## config.mk

```make
export PLATFORM = sky130hd
export DESIGN_NAME = sem_back
export DESIGN_NICKNAME = d
export VERILOG_FILES = /design/src/rtl/core/sem_pkg.sv /design/src/rtl/core/sem_back.sv
export SDC_FILE = /design/constraint.sdc
export NUM_CORES = 2
export LEC_CHECK = 0
export BUFFER_PORTS_ARGS = -buffer_cell sky130_fd_sc_hd__buf_4
export CAP_MARGIN = 10
export CORE_ASPECT_RATIO = 2
export CORE_MARGIN = 10
export CORE_UTILIZATION = 39
export CTS_CLUSTER_DIAMETER = 120
export CTS_CLUSTER_SIZE = 25
export DETAILED_ROUTE_END_ITERATION = 7
export PLACE_DENSITY_LB_ADDON = 0.12
export SYNTH_ARGS = -nofsm -noshare
export SYNTH_HDL_FRONTEND = slang
export SYNTH_SLANG_ARGS = --single-unit
```

## constraint.sdc

```tcl
create_clock -name clk -period 16 [get_ports clk]
set_clock_uncertainty 0.05 [all_clocks]
set_input_delay 2.4 -clock clk [delete_from_list [all_inputs] [get_ports clk]]
set_output_delay 2.4 -clock clk [all_outputs]
set_load 0.005 [all_outputs]
```

## src/rtl/core/sem_pkg.sv

```systemverilog
`default_nettype none
// ---------------------------------------------------------------------------
// sem_pkg
// Shared types and constants of the Sobel edge magnitude block.
// ---------------------------------------------------------------------------
package sem_pkg;

  localparam int MAX_WIDTH_DEF = 1024;
  localparam int QDEPTH        = 2;
  localparam int CFG_IDX_W     = 2;
  localparam int CFG_DATA_W    = 16;

  localparam logic [CFG_IDX_W-1:0] CFG_WIDTH  = 2'd0;
  localparam logic [CFG_IDX_W-1:0] CFG_HEIGHT = 2'd1;

  localparam logic [10:0] WIDTH_RST  = 11'd640;
  localparam logic [15:0] HEIGHT_RST = 16'd480;

  localparam logic REQ_PIXEL = 1'b0;
  localparam logic REQ_DRAIN = 1'b1;

  typedef struct packed {
    logic       req_type;
    logic [7:0] pixel_red;
    logic [7:0] pixel_green;
    logic [7:0] pixel_blue;
  } in_t;

  typedef struct packed {
    logic [7:0] edge_red;
    logic [7:0] edge_green;
    logic [7:0] edge_blue;
    logic       frame_end;
  } out_t;

  // Window entries: index row*3+col, pixel packed as R, G, B from the top.
  typedef logic [8:0][23:0] win_t;

  typedef struct packed {
    win_t win;
    logic frame_end;
  } job_t;

  typedef struct packed {
    logic full;
    logic empty;
  } q_stat_t;

endpackage : sem_pkg
`default_nettype wire

```

## src/rtl/core/sem_back.sv

```systemverilog
`default_nettype none
// ---------------------------------------------------------------------------
// sem_back
// Computes Gx and Gy per channel from a window job, squares them and finds
// the rounded, clamped root one bit per cycle into the result register.
// ---------------------------------------------------------------------------
module sem_back (
  input  wire logic              clk,
  input  wire logic              rst_n,
  output logic                   q_pop,
  input  wire sem_pkg::job_t     q_job,
  input  wire sem_pkg::q_stat_t  q_stat,
  output logic                   out_empty,
  input  wire logic              out_pop,
  output sem_pkg::out_t          out_data
);
  import sem_pkg::*;

  typedef enum logic [4:0] {
    B_IDLE = 5'b00001,
    B_SUM  = 5'b00010,
    B_SQ   = 5'b00100,
    B_ITER = 5'b01000,
    B_DONE = 5'b10000
  } bstate_t;

  bstate_t            state_r, state_nxt;
  job_t               job_r;
  logic [2:0][9:0]    ax_r, ay_r, ax_c, ay_c;
  logic [2:0][20:0]   s_r;
  logic [2:0][7:0]    k_r;
  logic [2:0]         bit_r;
  logic               out_valid_r;
  out_t               out_r;
  logic               load_out;

  assign out_empty = !out_valid_r;
  assign out_data  = out_r;
  assign q_pop     = (state_r == B_IDLE) && !q_stat.empty;
  assign load_out  = (state_r == B_DONE) && (!out_valid_r || out_pop);

  always_comb begin
    for (int ch = 0; ch < 3; ch++) begin
      logic signed [11:0] v [9];
      logic signed [11:0] gx, gy;
      for (int i = 0; i < 9; i++) begin
        v[i] = $signed({4'd0, job_r.win[i][23-8*ch -: 8]});
      end
      gx = (v[2] + 12'sd2 * v[5] + v[8]) - (v[0] + 12'sd2 * v[3] + v[6]);
      gy = (v[6] + 12'sd2 * v[7] + v[8]) - (v[0] + 12'sd2 * v[1] + v[2]);
      ax_c[ch] = gx[11] ? 10'(-gx) : 10'(gx);
      ay_c[ch] = gy[11] ? 10'(-gy) : 10'(gy);
    end
  end

  always_comb begin
    state_nxt = state_r;
    case (state_r)
      B_IDLE:  if (!q_stat.empty) state_nxt = B_SUM;
      B_SUM:   state_nxt = B_SQ;
      B_SQ:    state_nxt = B_ITER;
      B_ITER:  if (bit_r == 3'd0) state_nxt = B_DONE;
      B_DONE:  if (load_out) state_nxt = B_IDLE;
      default: state_nxt = B_IDLE;
    endcase
  end

  always_ff @(posedge clk) begin
    if (!rst_n) begin
      state_r     <= B_IDLE;
      out_valid_r <= 1'b0;
    end else begin
      state_r <= state_nxt;
      if (load_out) begin
        out_valid_r <= 1'b1;
      end else if (out_pop) begin
        out_valid_r <= 1'b0;
      end
    end
  end

  // The largest k with k*(k-1) below the sum of squares is the rounded root.
  always_ff @(posedge clk) begin
    if (q_pop) begin
      job_r <= q_job;
    end
    if (state_r == B_SUM) begin
      ax_r <= ax_c;
      ay_r <= ay_c;
    end
    if (state_r == B_SQ) begin
      for (int ch = 0; ch < 3; ch++) begin
        s_r[ch] <= {11'd0, ax_r[ch]} * {11'd0, ax_r[ch]}
                 + {11'd0, ay_r[ch]} * {11'd0, ay_r[ch]};
        k_r[ch] <= '0;
      end
      bit_r <= 3'd7;
    end
    if (state_r == B_ITER) begin
      for (int ch = 0; ch < 3; ch++) begin
        logic [7:0]  t;
        logic [15:0] prod;
        t    = k_r[ch] | (8'd1 << bit_r);
        prod = t * (t - 8'd1);
        if ({5'd0, prod} < s_r[ch]) begin
          k_r[ch] <= t;
        end
      end
      bit_r <= bit_r - 3'd1;
    end
    if (load_out) begin
      out_r.edge_red   <= k_r[0];
      out_r.edge_green <= k_r[1];
      out_r.edge_blue  <= k_r[2];
      out_r.frame_end  <= job_r.frame_end;
    end
  end

endmodule : sem_back
`default_nettype wire
```

After elaboration in Yosys (flattened, before gate mapping):

Index checks and enable logic that the tools add are counted.

* bits in registers: 374
* output and inout bits: 27
* word-level logic and storage cells: 123

* add/subtract/negate cells: 43
* multiply operators: 9
* magnitude comparators: 3
* eq/ne operators: 8
* shift operators: 1
* multiplexer cells: 19
* bitwise operators: 3
* reduce and logical (&&, ||, !) cells: 9

Operators by type and width (count)
* $add 10x8->11: 12
* $add 8x9->10: 12
* $mul 10x10->20: 6
* $sub 11x11->12: 6
* $add 20x20->21: 3
* $lt 16x21->1: 3
* $mux 10: 6
* $neg 10->10: 6
* $mul 9x9->16: 3
* $mux 24: 2
* $sub 8x1->9 const B: 3
* $pmux 5 s5: 1
* $mux 8: 3
* $or 8x8->8: 3
* $mux 5: 3
* $shl 1x3->8 const A: 1
* $mux 3: 2
* $ne 2x2->1 const B: 3
* $eq 5x1->1 const B: 1
* $eq 5x2->1 const B: 1
* $eq 5x3->1 const B: 1
* $eq 5x4->1 const B: 1
* $eq 5x5->1 const B: 1
* $reduce_bool 2->1: 2
* 7 further kinds: 10

Longest topological paths before layout:

* word-level depth: 7
* depth in mapped cells: 34
* gate-level depth less buffers: 34

Least setup slack after synthesis:

OpenSTA, ideal clock, no wires.

* kind: in2out
* from: input q_stat[0] in the netlist's numbering
* to: output q_pop
* arrival time: 10.401 ns
* slack: 3.149 ns
* stages: 1
* path buffers: 0
* cells stage by stage: nor2_1

* cells in the longest elaborated chain, start to end: 2

RTL lines
* start: declaration: line sem_back.sv:12 `input wire sem_pkg::q_stat_t q_stat,`
* $logic_not 1->1
* $logic_and 1x1->1: line sem_back.sv:39 `assign q_pop = (state_r == B_IDLE) && !q_stat.empty;`
* end: declaration: line sem_back.sv:10 `output logic q_pop,`

No other way between the ends.

Worst setup path in the final report:

* from: register bit_r[2]
* to: register k_r[4] in the netlist's numbering

* cells in the longest elaborated chain, start to end: 7

RTL lines
* start: declaration: line sem_back.sv:32 `logic [2:0] bit_r;`
* start signal: assignment: line sem_back.sv:109 `bit_r <= bit_r - 3'd1;`
* $shl 1x3->8 (*): line sem_back.sv:103 `t = k_r[ch] | (8'd1 << bit_r);`
* $or 8x8->8 (*): line sem_back.sv:103
* $sub 8x1->9: line sem_back.sv:104 `prod = t * (t - 8'd1);`
* $mul 9x9->16: line sem_back.sv:104
* $lt 16x21->1: line sem_back.sv:105 `if ({5'd0, prod} < s_r[ch]) begin`
* $mux 8 (*): line sem_back.sv:105
* $mux 24 (*): line sem_back.sv:99 `if (state_r == B_ITER) begin`
* end signal: indexed assignment: line sem_back.sv:106 `k_r[ch] <= t;`
* end: declaration: line sem_back.sv:31 `logic [2:0][7:0] k_r;`

Mark *: on every way between the ends. The rest lies on a longest branch, timed or not.
A chain may end at the register's enable or synchronous reset.

==> metrics.md <==
| Metric | Value |
|---|---|
| Post-route antenna net violation count | `0` |
| Synth Area in Compound Gates | `6.398%` |
| Initial antenna violation count | `1` |
| DR vias | `28214` |
| Die X | `259.5 um` |
| DP HPWL | `82680 um` |
| Fin crit share | `57.26%` |
| Synth warn | `0` |
| FF/Latch Area | `0.01093 sq mm` |
| H-tree depth | `1` |
| CP Capture Type | `flip-flop` |
| Drt drc | `0` |
| Most frequent CP cell | `fa_1` |
| Syn Std Cell Area | `0.04475 sq mm` |
| Yosys cell types | `83` |
| Share of layout cells above drive strength 1 | `7.151%` |
| Root buf cell | `clkbuf_16` |
| Min cycle time layout | `9.161 ns` |
| Number of synthesized flops with an enable pin | `344` |
| Placed Area | `0.04818 sq mm` |
| CP Launch Type | `flip-flop` |
| Postcts setup bufs | `0` |
| Xor/xnor share of the synthesized area | `3.778%` |
| GRT overflow | `0` |
| Seq/Total Area, Yosys | `24.43%` |
| Layout area overhead | `8.931%` |
| DR iter-0 viols | `848` |
| Main synth FF type | `edfxtp_1` |
| Adder-Cell Fraction of Synth Area | `46.64%` |
| Drt total wl | `94070 um` |
| Count of final hold-check violations | `0` |
| Synth top area cells | `fa_1 31%, edfxtp_1 23%, ha_1 15%` |
| WL/cell | `15.92 um` |
| Number of global-route vias before repair | `31926` |
| First-pass GRT wire length | `158100 um` |
| Clk slew on worst S/H paths | `0.12 ns` |
| Skew-Pair Late Insertion Delay | `0.61 ns` |
| Final GP Congestion | `0.8365` |
| CP max FO | `17` |
| Final nets | `5867` |
| Post-synth net total | `5677` |
| Max Cap Viol | `0` |
| Leading cell type in the layout, fill and taps excluded | `inv_1` |
| Critical Path RT | `16.41 ns` |
| Ports | `249` |
| Floorplan row count | `175` |
| Die height | `499.0 um` |
| Mux share of post-synthesis cell area | `0.1202%` |
| Final slew viol count | `0` |
| IO Port Bufs | `223` |
| Synthesis-stage register bit count | `374` |
| Initial Utilization | `39.30%` |
| Share of the synthesized area in the top cell type | `31.32%` |
| Largest family of logic cells by synthesized area | `adder cells` |
| Syn Inst Count | `4207` |
| Setup Total Neg Slack | `0 ns` |
| Crit path max-delay family | `adder cells` |
| Fill cell count | `11167` |
| Ys async rst share | `0%` |
| TritonCTS clock tree | `done` |
| Total GRT Usage | `15.07%` |
| 1st-pass router iterations | `5` |
| # setup viols final | `0` |
| Hold crit path type | `reg2reg` |
| Post-route cell area | `0.04874 sq mm` |
| Mean Syn Cell Area | `10.64 sq um` |
| Pin count of the biggest net entering global routing | `68` |
| Vias per cell | `4.773` |
| Die footprint | `0.1295 sq mm` |
| Most frequent cells in the layout | `981 x inv_1, 700 x fa_1, 548 x ha_1` |
| Post-Synth Simple-Gate Area | `9.678%` |
| Core footprint | `0.1139 sq mm` |
| RSZ-0062 raised after global routing | `false` |
| Status | `complete, no violations` |
| Multi-input logic area | `0.02982 sq mm` |
| Slowest CP cell | `edfxtp_1` |
| Max frequency | `0.1092 GHz` |
| WP buf/inv | `4` |
| Number of gates resized after cts | `0` |
| Post-synth top area cell | `fa_1` |
| Slowest stage delay, CP | `0.76 ns` |
| Number of CTS-inserted buffers | `19` |
| Arr. time, crit path | `9.57 ns` |
| Relative slew slack | `25.40%` |
| CTS max path bufs | `3` |
| Clk sink count | `374` |
| Hold buffers post-CTS | `0` |
| Least-Margin Pin Slew | `1.114 ns` |
| WS Path Type | `reg2reg` |
-- Yosys cell counts (all sizes together) (12+ instances only) --
cell and number:
and2 147, clkbuf 61, fa 700, nor3 45, nor2b 35, a211oi 28
xnor2 140, xor2 53, or2 14, a21oi 124, nand4 16, inv 986
o21bai 12, nand2 266, nor2 228, nand2b 37, or3 23, a21o 67
o21a 33, a22oi 17, o21ai 79, and3 15, ha 548, a21boi 13
buf 13, edfxtp 344, nand3 25, dfxtp 30
-- path summary, 6_finish.rpt --
path                           from                    end  slack, ns  cells past startpoint
max          bit_r[2]$_SDFFCE_PP1N_         k_r[4]$_DFF_P_       6.84                     28
min              job_r[0]$_DFFE_PP_  out_data[0]$_DFFE_PP_       0.39                      0
max reg2reg  bit_r[2]$_SDFFCE_PP1N_         k_r[4]$_DFF_P_       6.84                     28
min reg2reg      job_r[0]$_DFFE_PP_  out_data[0]$_DFFE_PP_       0.39                      0
-- layer usage --
layer	vias up	global-route usage (%)	routed length, um
li1	13677	-	-
met1	14040	14.91	32390
met2	381	31.41	56410
met3	116	1.483	2463
met4	0	4.576	2810
met5	-	0	0
-- sequential cells by signal (all words and copies together), names as in the netlist --
signal / count
state_r: 5
k_r: 24
s_r: 63
out_valid_r: 1
job_r: 193
ax_r: 30
out_data: 25
bit_r: 3
ay_r: 30
-- cell families after synthesis --
kind of cell / after synthesis
simple gates: 885
mux: 5
fa+ha+maj: 1248
xor+xnor: 193
compound gates: 438
flops: 374
buf+inv: 1064
-- area by class of cell --
cell class	count	share of cell area [%]
Timing Repair Buffer	243	3.743
Sequential cell	374	22.42
Multi-Input combinational cell	2769	61.18
Tap cell	1504	3.861
Clock buffer	25	1.022
Antenna cell	2	0.01027
Inverter	990	7.624
Clock inverter	4	0.1335
-- through the flow --
step	std cells	util [%]	hold WS (ns)	setup slack, ns
2_1_floorplan	4207	-	0.3503	3.149
3_3_place_gp	5880	42.31	0.3577	6.806
3_5_place_dp	5880	42.31	0.3717	6.755
4_1_cts	5909	42.81	0.3982	6.706
5_1_grt	5910	42.81	0.4023	6.192
6_report	5911	42.81	0.3891	6.839
-- worst register-to-register path, delay by kind of cell, from the launching register on --
family / cells / cell delay (ns)
AOI/OAI and AO/OA: 7 / 2.16
xor gates and xnor gates: 1 / 0.17
adders and majority gates: 9 / 3.72
buffers and inverters: 4 / 0.50
DFF: 1 / 0.76
and+or+nand+nor: 7 / 1.68
Power is not shown: default switching activity piles up to over one toggle a cycle in this logic, so the estimate is an artifact.
