### src/rtl/core/sem_pkg.sv
`default_nettype none
// ---------------------------------------------------------------------------
// sem_pkg
// Shared types and constants of the Sobel edge magnitude block.
// ---------------------------------------------------------------------------
package sem_pkg;

  localparam int MAX_WIDTH_DEF = 1024;
  localparam int QDEPTH        = 2;
  localparam int CFG_IDX_W     = 2;
  localparam int CFG_DATA_W    = 16;

  localparam logic [CFG_IDX_W-1:0] CFG_WIDTH  = 2'd0;
  localparam logic [CFG_IDX_W-1:0] CFG_HEIGHT = 2'd1;

  localparam logic [10:0] WIDTH_RST  = 11'd640;
  localparam logic [15:0] HEIGHT_RST = 16'd480;

  localparam logic REQ_PIXEL = 1'b0;
  localparam logic REQ_DRAIN = 1'b1;

  typedef struct packed {
    logic       req_type;
    logic [7:0] pixel_red;
    logic [7:0] pixel_green;
    logic [7:0] pixel_blue;
  } in_t;

  typedef struct packed {
    logic [7:0] edge_red;
    logic [7:0] edge_green;
    logic [7:0] edge_blue;
    logic       frame_end;
  } out_t;

  // Window entries: index row*3+col, pixel packed as R, G, B from the top.
  typedef logic [8:0][23:0] win_t;

  typedef struct packed {
    win_t win;
    logic frame_end;
  } job_t;

  typedef struct packed {
    logic full;
    logic empty;
  } q_stat_t;

endpackage : sem_pkg
`default_nettype wire

### src/rtl/core/sem_queue.sv
`default_nettype none
// ---------------------------------------------------------------------------
// sem_queue
// Short queue of window jobs between the front and the back.
// ---------------------------------------------------------------------------
module sem_queue (
  input  wire logic             clk,
  input  wire logic             rst_n,
  input  wire logic             push,
  input  wire sem_pkg::job_t    push_data,
  input  wire logic             pop,
  output sem_pkg::job_t         pop_data,
  output sem_pkg::q_stat_t      stat
);
  import sem_pkg::*;

  localparam int PTR_W = $clog2(QDEPTH);
  localparam int CNT_W = $clog2(QDEPTH + 1);

  job_t             mem_r [QDEPTH];
  logic [PTR_W-1:0] wr_r, wr_nxt, rd_r, rd_nxt;
  logic [CNT_W-1:0] count_r, count_nxt;
  logic             do_push, do_pop;

  assign stat.full  = (count_r == CNT_W'(QDEPTH));
  assign stat.empty = (count_r == '0);
  assign do_push    = push && !stat.full;
  assign do_pop     = pop && !stat.empty;
  assign pop_data   = mem_r[rd_r];

  always_comb begin
    wr_nxt    = wr_r;
    rd_nxt    = rd_r;
    count_nxt = count_r;
    if (do_push) begin
      wr_nxt = (wr_r == PTR_W'(QDEPTH - 1)) ? '0 : wr_r + 1'b1;
    end
    if (do_pop) begin
      rd_nxt = (rd_r == PTR_W'(QDEPTH - 1)) ? '0 : rd_r + 1'b1;
    end
    if (do_push && !do_pop) begin
      count_nxt = count_r + 1'b1;
    end else if (do_pop && !do_push) begin
      count_nxt = count_r - 1'b1;
    end
  end

  always_ff @(posedge clk) begin
    if (!rst_n) begin
      wr_r    <= '0;
      rd_r    <= '0;
      count_r <= '0;
    end else begin
      wr_r    <= wr_nxt;
      rd_r    <= rd_nxt;
      count_r <= count_nxt;
    end
  end

  always_ff @(posedge clk) begin
    if (do_push) begin
      mem_r[wr_r] <= push_data;
    end
  end

endmodule : sem_queue
`default_nettype wire

### config.mk
export PLATFORM = sky130hd
export DESIGN_NAME = sem_queue
export DESIGN_NICKNAME = d
export VERILOG_FILES = /design/src/rtl/core/sem_pkg.sv /design/src/rtl/core/sem_queue.sv
export SDC_FILE = /design/constraint.sdc
export NUM_CORES = 1
export LEC_CHECK = 0
export BUFFER_PORTS_ARGS = -buffer_cell sky130_fd_sc_hd__buf_4
export CAP_MARGIN = 10
export CORE_ASPECT_RATIO = 0.7
export CORE_MARGIN = 8
export CORE_UTILIZATION = 50
export CTS_CLUSTER_SIZE = 20
export DETAILED_ROUTE_END_ITERATION = 6
export PLACE_DENSITY = 0.85
export SYNTH_ARGS = -nofsm -noshare
export SYNTH_HDL_FRONTEND = slang
export SYNTH_SLANG_ARGS = --single-unit
### constraint.sdc
create_clock -name clk -period 10.4 [get_ports clk]
set_input_delay 0.52 -clock clk [delete_from_list [all_inputs] [get_ports clk]]
set_output_delay 0.52 -clock clk [all_outputs]
set_load 0.05 [all_outputs]
* Yosys cells after proc, flatten, opt, wreduce, memory -nomap -nowiden
Memories as Yosys holds them, arrays and structs flattened. A register that Yosys moved wholly into a read port is not among the register bits.
Index checks and enable logic that the tools add are counted.
** Word-level totals
- Flip-flop bits (word level) :: 4
- Logic and storage cells :: 27
- Bits in writable memories :: 434
- Memories kept :: 1
- Bits in latches :: 0
- Memory bits (read-only) :: 0
** Memory list
- mem_r :: depth 2, width 217, read ports 1, clocked after Yosys merged registers in 1, write ports 1, RTL line sem_queue.sv:20 : job_t mem_r [QDEPTH];
** Operators by class
- Multiply operators :: 0
- Eq/ne operators :: 1
- $lt $le $gt $ge :: 0
- Muxes and demuxes :: 8
- $add $sub $neg :: 4
- Shift operators :: 0
- Divide/modulo/power cells :: 0
- Bitwise gates (word level) :: 0
- Reduce and logical (&&, ||, !) cells :: 10
** Operators with widths (count)
- 1-bit two-way mux :: 6
- 1-bit logical AND :: 4
- 1-bit logical NOT :: 4
- 2-bit two-way mux :: 2
- 1-bit adder, second input constant :: 2
- 2-bit by 1-bit adder with 2-bit output, second input constant :: 1
- 2-bit equality test, second input constant :: 1
- 2-bit logical NOT :: 1
- 2-bit nonzero test :: 1
- 2-bit by 1-bit subtractor with 2-bit output, second input constant :: 1

* Logic depth before layout (Yosys ltp)
Gate-level depths: netlist of the first run.
- Depth after elaboration :: 7
- Depth in mapped cells :: 7
- Depth with buffers taken out :: 7

* Worst setup path before layout of the first run
OpenSTA, ideal clock, no wires.
- Kind :: reg-to-reg
- From :: register count_r[0]
- To :: register wr_r
- Cell stages (with the launch flop) :: 5
- Clock period less this slack :: 9794 ps
- Data required time :: 10304 ps
- Setup time :: 96 ps
- Arrival time :: 9697 ps
- Slack :: 606 ps
- Path through :: dfxtp_1 > nand2b_1 > inv_1 > nor3_2 > o21a_1
** RTL lines
- start: declaration :: RTL line sem_queue.sv:22 : logic [CNT_W-1:0] count_r, count_nxt;
- start signal: assignment :: RTL line sem_queue.sv:56 : count_r <= count_nxt;
- end signal: assignment :: RTL line sem_queue.sv:54 : wr_r <= wr_nxt;
- end: declaration :: RTL line sem_queue.sv:21 : logic [PTR_W-1:0] wr_r, wr_nxt, rd_r, rd_nxt;

==> impl_metrics.env, run 1 <==
export IMPL_seq_area_frac_synth_pct=80.0
export IMPL_reg2reg_depth=5
export IMPL_die_y_um=168
export IMPL_cts_root_buf="clkbuf_16"
export IMPL_cap_violations=0
export IMPL_min_to="mem_r[1][11]"
export IMPL_htreeDepth=2
export IMPL_clockBufferDepth=3
export IMPL_core_um2=32300
export IMPL_fmax_mhz=227
export IMPL_rsz0062_at_grt="no"
export IMPL_fillers=2075
export IMPL_area_delta_synth_final_pct=30.6
export IMPL_worst_slew_pin_slew_ps=1160
export IMPL_cp_arrival_ps=3890
export IMPL_clock_skew_final_ps=12.0
export IMPL_finalCritPeriodShare_pct=42.4
export IMPL_wirelength_um=39000
export IMPL_syn_area_per_cell_um2=23.5
export IMPL_cp_start_kind="flip-flop"
export IMPL_fp_dieArea_um2=39000
export IMPL_firstDrtPassIters=4
export IMPL_layout_common_cells="buf_4, edfxtp_1, mux2_4"
export IMPL_dp_hpwl_um=27800
export IMPL_setup_worst_path_end_class="output pin"
export IMPL_route_detailed_drc=0
export IMPL_r2r_end="mem_r[0][81]"
export IMPL_tns_ps=0
export IMPL_cts_setup_buffers=0
export IMPL_path_class="flip-flop to output pin"
export IMPL_grt_antenna_before_repair=1
export IMPL_gp_congestion=0.867
export IMPL_ios=440
export IMPL_io_buffers=439
export IMPL_vias=8374
export IMPL_synth_warnings=0
export IMPL_synth_ff_latch_count=439
export IMPL_syn_nets=922
export IMPL_hold_start="push_data[11]"
export IMPL_ant_nets=0
export IMPL_worst_hold_path_num_cells=1
export IMPL_path_max_fanout=66
export IMPL_p_total_mw=6.16
export IMPL_setup_viol=0
export IMPL_ctsHoldBuffers=0
export IMPL_status="complete, no violations"
export IMPL_cts_tree="built"
export IMPL_drv_slew=0
export IMPL_synth_cell_type_count=21
export IMPL_grt_pass1_vias=9012
export IMPL_vias_per_cell=5.16
export IMPL_p_leak_nw=8.21
export IMPL_layout_nets=1389
export IMPL_r2r_start="count_r[0]"
export IMPL_hold_violations=0
export IMPL_cts_made_buffers=41
export IMPL_syn_area_um2=16400
export IMPL_first_iter_violations=694
export IMPL_die_width_um=233
export IMPL_timing_slew_headroom_pct=22.5
export IMPL_final_layout_size_suffix_gt1_share_pct=60.6
export IMPL_hp_class="input port to flip-flop"
export IMPL_powerDensity_nw_per_um2=287
export IMPL_cts_resized=0
export IMPL_r2r_slack_ps=7100
export IMPL_wire_per_inst_um=24.1
export IMPL_initial_core_util_pct=50.8
export IMPL_insertion_delay_ps=530
export IMPL_syn_inst=700
export IMPL_layout_commonest_cell="buf_4"
export IMPL_grt_usage_pct=19.0
export IMPL_overflow=0
export IMPL_grt_pass1_wl_um=55800
export IMPL_cts_num_sinks=439
export IMPL_min_period_ps=4410
export IMPL_path_clk_slew_ps=60
export IMPL_rows=55
export IMPL_vdd_drop_max_v=0.000255
export IMPL_worstPathRequired_ps=9880
export IMPL_grt_start_max_net_pins=82
## worst max-delay path: stages (launching register included)
cell	delay, ps
dfxtp_4	960
buf_4	890
buf_4	840
mux2_4	370
buf_4	190
## cell type report
type / instances / area [um2] / area share (%)
sequential: 439 / 13100 / 61.2
timing repair buffer: 448 / 3360 / 15.7
multi-input combinational: 235 / 3070 / 14.3
clock buffer: 49 / 1100 / 5.12
tap: 427 / 534 / 2.49
clock inverter: 22 / 236 / 1.10
inverter: 2 / 7.51 / 0.0350
antenna: 1 / 2.50 / 0.0117
## per-stage QoR
stage | worst slack (ps) | utilization, % | area (um2) | cells | hold WS [ps]
2_1_floorplan | 606 | - | 16400 | 700 | 483
3_3_place_gp | 6530 | 62.2 | 20100 | 1551 | 501
3_5_place_dp | 6480 | 62.2 | 20100 | 1551 | 523
4_1_cts | 5870 | 66.3 | 21400 | 1622 | 134
5_1_grt | 5770 | 66.3 | 21400 | 1623 | 136
6_report | 5990 | 66.3 | 21400 | 1623 | 168
## worst max path at each step
stage | to | cells past startpoint
2_1_floorplan | wr_r | 4
3_3_place_gp | pop_data[118] | 4
3_5_place_dp | pop_data[102] | 4
4_1_cts | pop_data[102] | 4
5_1_grt | pop_data[133] | 4
6_report | pop_data[133] | 4
## routing by layer
layer | share of wire, % | wire length [um] | track usage, %
met2 | 51 | 20100 | 33.3
met3 | 8.9 | 3480 | 6.45
met1 | 37 | 14500 | 21.7
met4 | 2.5 | 964 | 5.84
met5 | 0 | 0 | 0
## kinds of logic after synthesis
logic type               count (synthesis)  synth area share [%]
XOR/XNOR                                 3                 0.160
AND/OR/NAND/NOR                          9                 0.335
buffers and inverters                   26                  1.39
AO/OA/AOI/OAI                            5                 0.198
flip-flops                             439                  80.0
adder cells (fa/ha/maj)                  1                0.0762
multiplexers                           217                  17.9
## where the power goes
group | switching, mW | internal (mW)
combinational | 1.54 | 0.813
sequential | 0.0984 | 2.23
clock | 0.612 | 0.877
## registers in the layout, indices dropped and copies added, names as in the netlist, named ones only
signal,cells
count_r,2
rd_r,1
mem_r,434
wr_r,1
## synth_stat cells, drive strengths merged
master,count,area [um2]
mux2,217,2930
nor2,2,7.51
o21ai,2,10.0
xor2,1,8.76
inv,2,7.51
dfxtp,5,100
edfxtp,434,13000
nor3,1,10.0
or3,1,6.26
a21boi,2,15.0
and2,3,18.8
buf,24,220
xnor2,2,17.5
ha,1,12.5
and3,1,6.26
nand2b,1,6.26
o21a,1,7.51
(Power assumes the default switching activity.)
==> run 2: changes to the inputs <==
- clock period: 10.4 -> 4.48 ns (I/O delays scaled with it)
==> run 2 against run 1 <==
  * Clock power increased by 120%
  * Critical path type unchanged
  * Clock skew increased by 9.4 ps
  * Routed wire length increased by 17%
  * Largest power group unchanged
  * Final area increased by 10%
  * Sequential share of layout area decreased by 5.6 points
  * Non-clock buffer count increased by 218
  * Count of clock-buffer cells in the layout increased by 8
  * Setup slack got worse by 4300 ps
  * First-iteration DRC count increased by 8.6%
  * Critical path depth decreased by 1
==> impl_metrics.env, run 2 (synthesis gave the netlist of run 1 again) <==
export IMPL_status="complete, no violations"
export IMPL_reg2reg_depth=3
export IMPL_seqPwrFrac_pct=37.3
export IMPL_path_max_fanout=58
export IMPL_wire_per_inst_um=24.6
export IMPL_die_y_um=168
export IMPL_initial_core_util_pct=50.8
export IMPL_vias_per_cell=5.10
export IMPL_grt_start_max_net_pins=127
export IMPL_overflow=0
export IMPL_path_clk_slew_ps=60
export IMPL_grt_antenna_before_repair=6
export IMPL_cts_num_sinks=439
export IMPL_htreeDepth=2
export IMPL_cts_root_buf="clkbuf_16"
export IMPL_powerDensity_nw_per_um2=611
export IMPL_cts_made_buffers=42
export IMPL_dp_slack_ps=2200
export IMPL_grt_pass1_wl_um=65100
export IMPL_timing_slew_headroom_pct=42.4
export IMPL_r2r_slack_ps=2190
export IMPL_final_layout_size_suffix_gt1_share_pct=50.9
export IMPL_r2r_end="mem_r[1][110]"
export IMPL_rows=55
export IMPL_cp_top_family="flip-flops"
export IMPL_final_cell_area_um2=23600
export IMPL_cp_slowest_stage_delay_ps=870
export IMPL_top_register="mem_r"
export IMPL_cp_cell_sequence="buf_12, mux2_2, buf_4"
export IMPL_vias=9446
export IMPL_route_detailed_drc=0
export IMPL_drv_slew=0
export IMPL_r2r_start="count_r[0]"
export IMPL_cts_tree="built"
export IMPL_top_regs="mem_r (434), count_r (2)"
export IMPL_layout_commonest_cell="buf_4"
export IMPL_setup_viol=0
export IMPL_cp_slowest_cell="dfxtp_4"
export IMPL_fillers=1782
export IMPL_crit_buf_inv=2
export IMPL_clock_skew_final_ps=21.4
export IMPL_intPower_mw=9.03
export IMPL_worstPathRequired_ps=4260
export IMPL_ctsHoldBuffers=218
export IMPL_crit_path_end="pop_data[16]"
export IMPL_fp_dieArea_um2=39000
export IMPL_cp_start_kind="flip-flop"
export IMPL_hold_violations=0
export IMPL_combPwrFrac_pct=39.7
export IMPL_rsz0062_at_grt="no"
export IMPL_cts_resized=0
export IMPL_ios=440
export IMPL_p_sw_share_pct=37.5
export IMPL_utilization_pct=73.1
export IMPL_largest_reg_flops=434
export IMPL_holdWs_ps=54.8
export IMPL_ant_nets=0
export IMPL_layout_nets=1608
export IMPL_clockBufferDepth=3
export IMPL_gp_congestion=0.778
export IMPL_firstDrtPassIters=5
export IMPL_p_total_mw=14.4
export IMPL_p_sw_mw=5.42
export IMPL_io_buffers=439
export IMPL_core_um2=32300
export IMPL_place_area_um2=20200
export IMPL_p_leak_nw=9.09
export IMPL_setup_ws_ps=1740
export IMPL_cts_setup_buffers=0
export IMPL_layout_common_cells="buf_4, edfxtp_1, dlygate4sd3_1"
export IMPL_first_iter_violations=754
export IMPL_die_width_um=233
export IMPL_crit_cells=3
export IMPL_grt_pass1_vias=10481
export IMPL_wirelength_um=45500
export IMPL_worst_slew_pin_slew_ps=864
export IMPL_cp_arrival_ps=2520
export IMPL_insertion_delay_ps=540
export IMPL_hp_class="input port to flip-flop"
export IMPL_dp_hpwl_um=26500
export IMPL_vdd_drop_max_v=0.000472
export IMPL_path_class="flip-flop to output pin"
export IMPL_fmax_mhz=364
export IMPL_clock_power_share_pct=23.0
export IMPL_finalCritPeriodShare_pct=61.2
export IMPL_setup_worst_path_end_class="output pin"
export IMPL_grt_usage_pct=22.1
export IMPL_area_delta_synth_final_pct=43.9
export IMPL_cap_violations=0
export IMPL_min_period_ps=2740
run 2: cell count changes in the layout (fill, tap and decap cells not counted), moves of 4 or more:
cell / delta
buf_12: +6
dlygate4sd3_1: +218
clkbuf_1: +8
buf_4: -6
bufinv_16: -4
diode_2: +7
run 2: through the flow:
step	cells	setup TNS (ps)
final	1851	0
after global routing	1849	0
after CTS	1843	0
after detailed placement	1551	0
after global placement	1551	0
after floorplan	700	-435690
run 2: area by class of cell:
type | instances | area (um2) | share of cell area, %
Multi-Input combinational cell | 235 | 3070 | 13.0
Tap cell | 427 | 534 | 2.26
Timing Repair Buffer | 666 | 5620 | 23.8
Clock buffer | 57 | 1130 | 4.78
Sequential cell | 439 | 13100 | 55.6
Clock inverter | 17 | 111 | 0.471
Inverter | 2 | 7.51 | 0.0318
Antenna cell | 8 | 20.0 | 0.0847
run 2: power by group through the flow:
stage | clock network (mW) | registers [mW] | logic (mW)
2_1_floorplan | 0 | 5.42 | 4.08
3_3_place_gp | 0 | 5.42 | 5.49
3_5_place_dp | 0 | 5.45 | 5.51
4_1_cts | 3.32 | 5.38 | 5.70
5_1_grt | 3.51 | 5.44 | 5.90
6_report | 3.32 | 5.39 | 5.73
run 2: worst min-delay path by stage:
stage	cells after the start	from	to
floorplan	0	push_data[0]	mem_r[0][0]
global placement	1	push_data[11]	mem_r[1][11]
detailed placement	1	push_data[21]	mem_r[1][21]
CTS	3	push	wr_r
global route	3	push	wr_r
finish	3	push	wr_r
run 2: worst min-delay path, cell delays in order:
cell	delay [ps]
buf_4	90
a21boi_0	70
o21a_1	160
run 2: layer usage:
| metal | vias to the layer above | part of all wire [%] | GRT usage, % |
|---|---|---|---|
| met5 | - | 0 | 0 |
| met4 | 0 | 2.5 | 6.68 |
| met3 | 69 | 8.2 | 6.55 |
| met2 | 466 | 53 | 40.1 |
| met1 | 4746 | 37 | 24.7 |
| li1 | 4165 | - | - |
==> run 3: changes to the inputs <==
- CORE_UTILIZATION: 50 -> 47
- PLACE_DENSITY: 0.85 -> 0.84
- clock period: 4.48 -> 2.3 ns (I/O delays scaled with it)
==> run 3 against run 2 <==
  * Core utilization is 4.0 points lower
  * Final area grew 1.2%
  * Count of clock-buffer cells in the layout fell by 8
  * Clock skew fell by 7.8 ps
  * Non-clock buffer count increased by 12
  * Flip-flop and latch count stayed put
  * Clock power grew 97%
  * Via count up 0.44%
  * Critical path type unchanged
  * Sequential share of layout area decreased by 0.63 points
  * Routed wire length decreased by 1.3%
  * Final cell count increased by 2.8%
  * Combinational power increased by 100%
==> impl_metrics.env, run 3 (synthesis gave the netlist of run 1 again) <==
export IMPL_status="complete, no violations"
export IMPL_hold_violations=0
export IMPL_wirelength_um=44900
export IMPL_worst_slew_pin_slew_ps=484
export IMPL_cts_num_sinks=439
export IMPL_insertion_delay_ps=520
export IMPL_cp_cell_sequence="buf_16, mux2_2, buf_4"
export IMPL_rows=57
export IMPL_use_met2_pct=38.9
export IMPL_initial_core_util_pct=47.5
export IMPL_utilization_pct=69.1
export IMPL_path_clk_slew_ps=60
export IMPL_largest_reg_flops=434
export IMPL_use_met3_pct=6.21
export IMPL_grt_usage_pct=21.1
export IMPL_grt_antenna_before_repair=1
export IMPL_path_max_fanout=80
export IMPL_tns_ps=0
export IMPL_clockBufferDepth=3
export IMPL_cp_slowest_cell="dfxtp_4"
export IMPL_cp_start_kind="flip-flop"
export IMPL_stdcell_count=1902
export IMPL_final_cell_area_um2=23900
export IMPL_layout_commonest_cell="buf_4"
export IMPL_cap_violations=0
export IMPL_dp_hpwl_um=27600
export IMPL_clock_skew_final_ps=13.6
export IMPL_ant_nets=0
export IMPL_drv_slew=0
export IMPL_min_period_ps=2220
export IMPL_finalCritPeriodShare_pct=96.7
export IMPL_fmax_mhz=450
export IMPL_crit_buf_inv=2
export IMPL_powerDensity_nw_per_um2=1190
export IMPL_worstPathRequired_ps=2180
export IMPL_die_y_um=172
export IMPL_timing_slew_headroom_pct=67.7
export IMPL_grt_start_max_net_pins=81
export IMPL_area_delta_synth_final_pct=45.6
export IMPL_setup_viol=0
export IMPL_top_register="mem_r"
export IMPL_overflow=0
export IMPL_place_area_um2=20400
export IMPL_firstDrtPassIters=4
export IMPL_layout_common_cells="buf_4, edfxtp_1, dlygate4sd3_1"
export IMPL_cp_slowest_stage_delay_ps=510
export IMPL_path_class="flip-flop to output pin"
export IMPL_vias=9488
export IMPL_die_width_um=239
export IMPL_first_iter_violations=636
export IMPL_cp_arrival_ps=2110
export IMPL_top_regs="mem_r (434), count_r (2)"
export IMPL_layout_nets=1619
export IMPL_core_um2=34600
export IMPL_hp_class="input port to flip-flop"
export IMPL_p_leak_nw=9.21
export IMPL_cts_tree="built"
export IMPL_vdd_drop_max_v=0.00103
export IMPL_route_detailed_drc=0
export IMPL_final_layout_size_suffix_gt1_share_pct=51.6
export IMPL_dp_cells=1607
export IMPL_gp_congestion=0.826
export IMPL_cp_top_family="buffers and inverters"
export IMPL_cts_made_buffers=41
export IMPL_fp_dieArea_um2=41300
export IMPL_io_buffers=439
export IMPL_cts_root_buf="clkbuf_16"
export IMPL_grt_pass1_wl_um=65400
export IMPL_grt_pass1_vias=10557
export IMPL_ios=440
export IMPL_wire_per_inst_um=23.6
export IMPL_htreeDepth=2
export IMPL_setup_worst_path_end_class="output pin"
export IMPL_vias_per_cell=4.99
export IMPL_busiest_layer="met2"
export IMPL_met1_usage_pct=23.4
## run 3: cell types whose count changed in the layout (fill, tap and decap cells not counted), moves of 2 or more
cell,delta
buf_12,+7
buf_4,+3
bufinv_16,+2
clkbuf_1,-7
clkbuf_16,-2
clkinv_1,+3
clkinv_2,+3
diode_2,-5
## run 3: final timing paths
kind	from	slack, ps	end	cells after the start
max	flip-flop	80	pop_data[33]	3
min	pop	180	flip-flop	4
max reg2reg	count_r[0]	560	mem_r[0][71]	5
min reg2reg	rd_r	610	flip-flop	2
## run 3: final cells by class
| cell class | instances | area [um2] |
|---|---|---|
| Antenna cell | 3 | 7.51 |
| Clock buffer | 49 | 1070 |
| Clock inverter | 24 | 190 |
| Fill cell | 2002 | 10700 |
| Inverter | 2 | 7.51 |
| Multi-Input combinational cell | 235 | 3080 |
| Sequential cell | 439 | 13100 |
| Tap cell | 472 | 591 |
| Timing Repair Buffer | 678 | 5820 |
## run 3: repair_timing
item	4_1_cts	5_1_grt
hold buffers	219	0
setup endpoints to repair	0	33
buffers inserted	0	0
resized for setup	0	2
endpoints found under the hold margin	439	0
## run 3: report_power, final
part	internal (mW)	leakage [nW]	total (mW)	switching [mW]
clock network	3.65	0.623	6.55	2.90
registers	10.0	4.09	10.4	0.352
logic	4.15	4.49	11.5	7.33
total	17.8	9.21	28.4	10.6
## run 3: stage by stage
stage | hold slack [ps] | setup slack (ps) | total power [mW]
3_3_place_gp | 300 | 601 | 21.4
2_1_floorplan | 214 | -4130 | 18.5
5_1_grt | 147 | -1.70 | 29.3
4_1_cts | 91.6 | 37.9 | 28.4
3_5_place_dp | 302 | 570 | 21.6
6_report | 176 | 76.1 | 28.4
## run 3: per-layer routing
layer / share of wire, % / up-vias / routed length (um)
met2: 53 / 418 / 23900
met5: 0 / - / 0
met3: 7.9 / 71 / 3540
met1: 36 / 4809 / 16400
met4: 2.5 / 0 / 1110
li1: - / 4190 / -
## run 3: worst register-to-register path, stage by stage (launching register included)
cell      delay [ps]
dfxtp_2          380
nand2b_4         150
inv_1             80
nor3_4           230
buf_12           320
buf_4            280
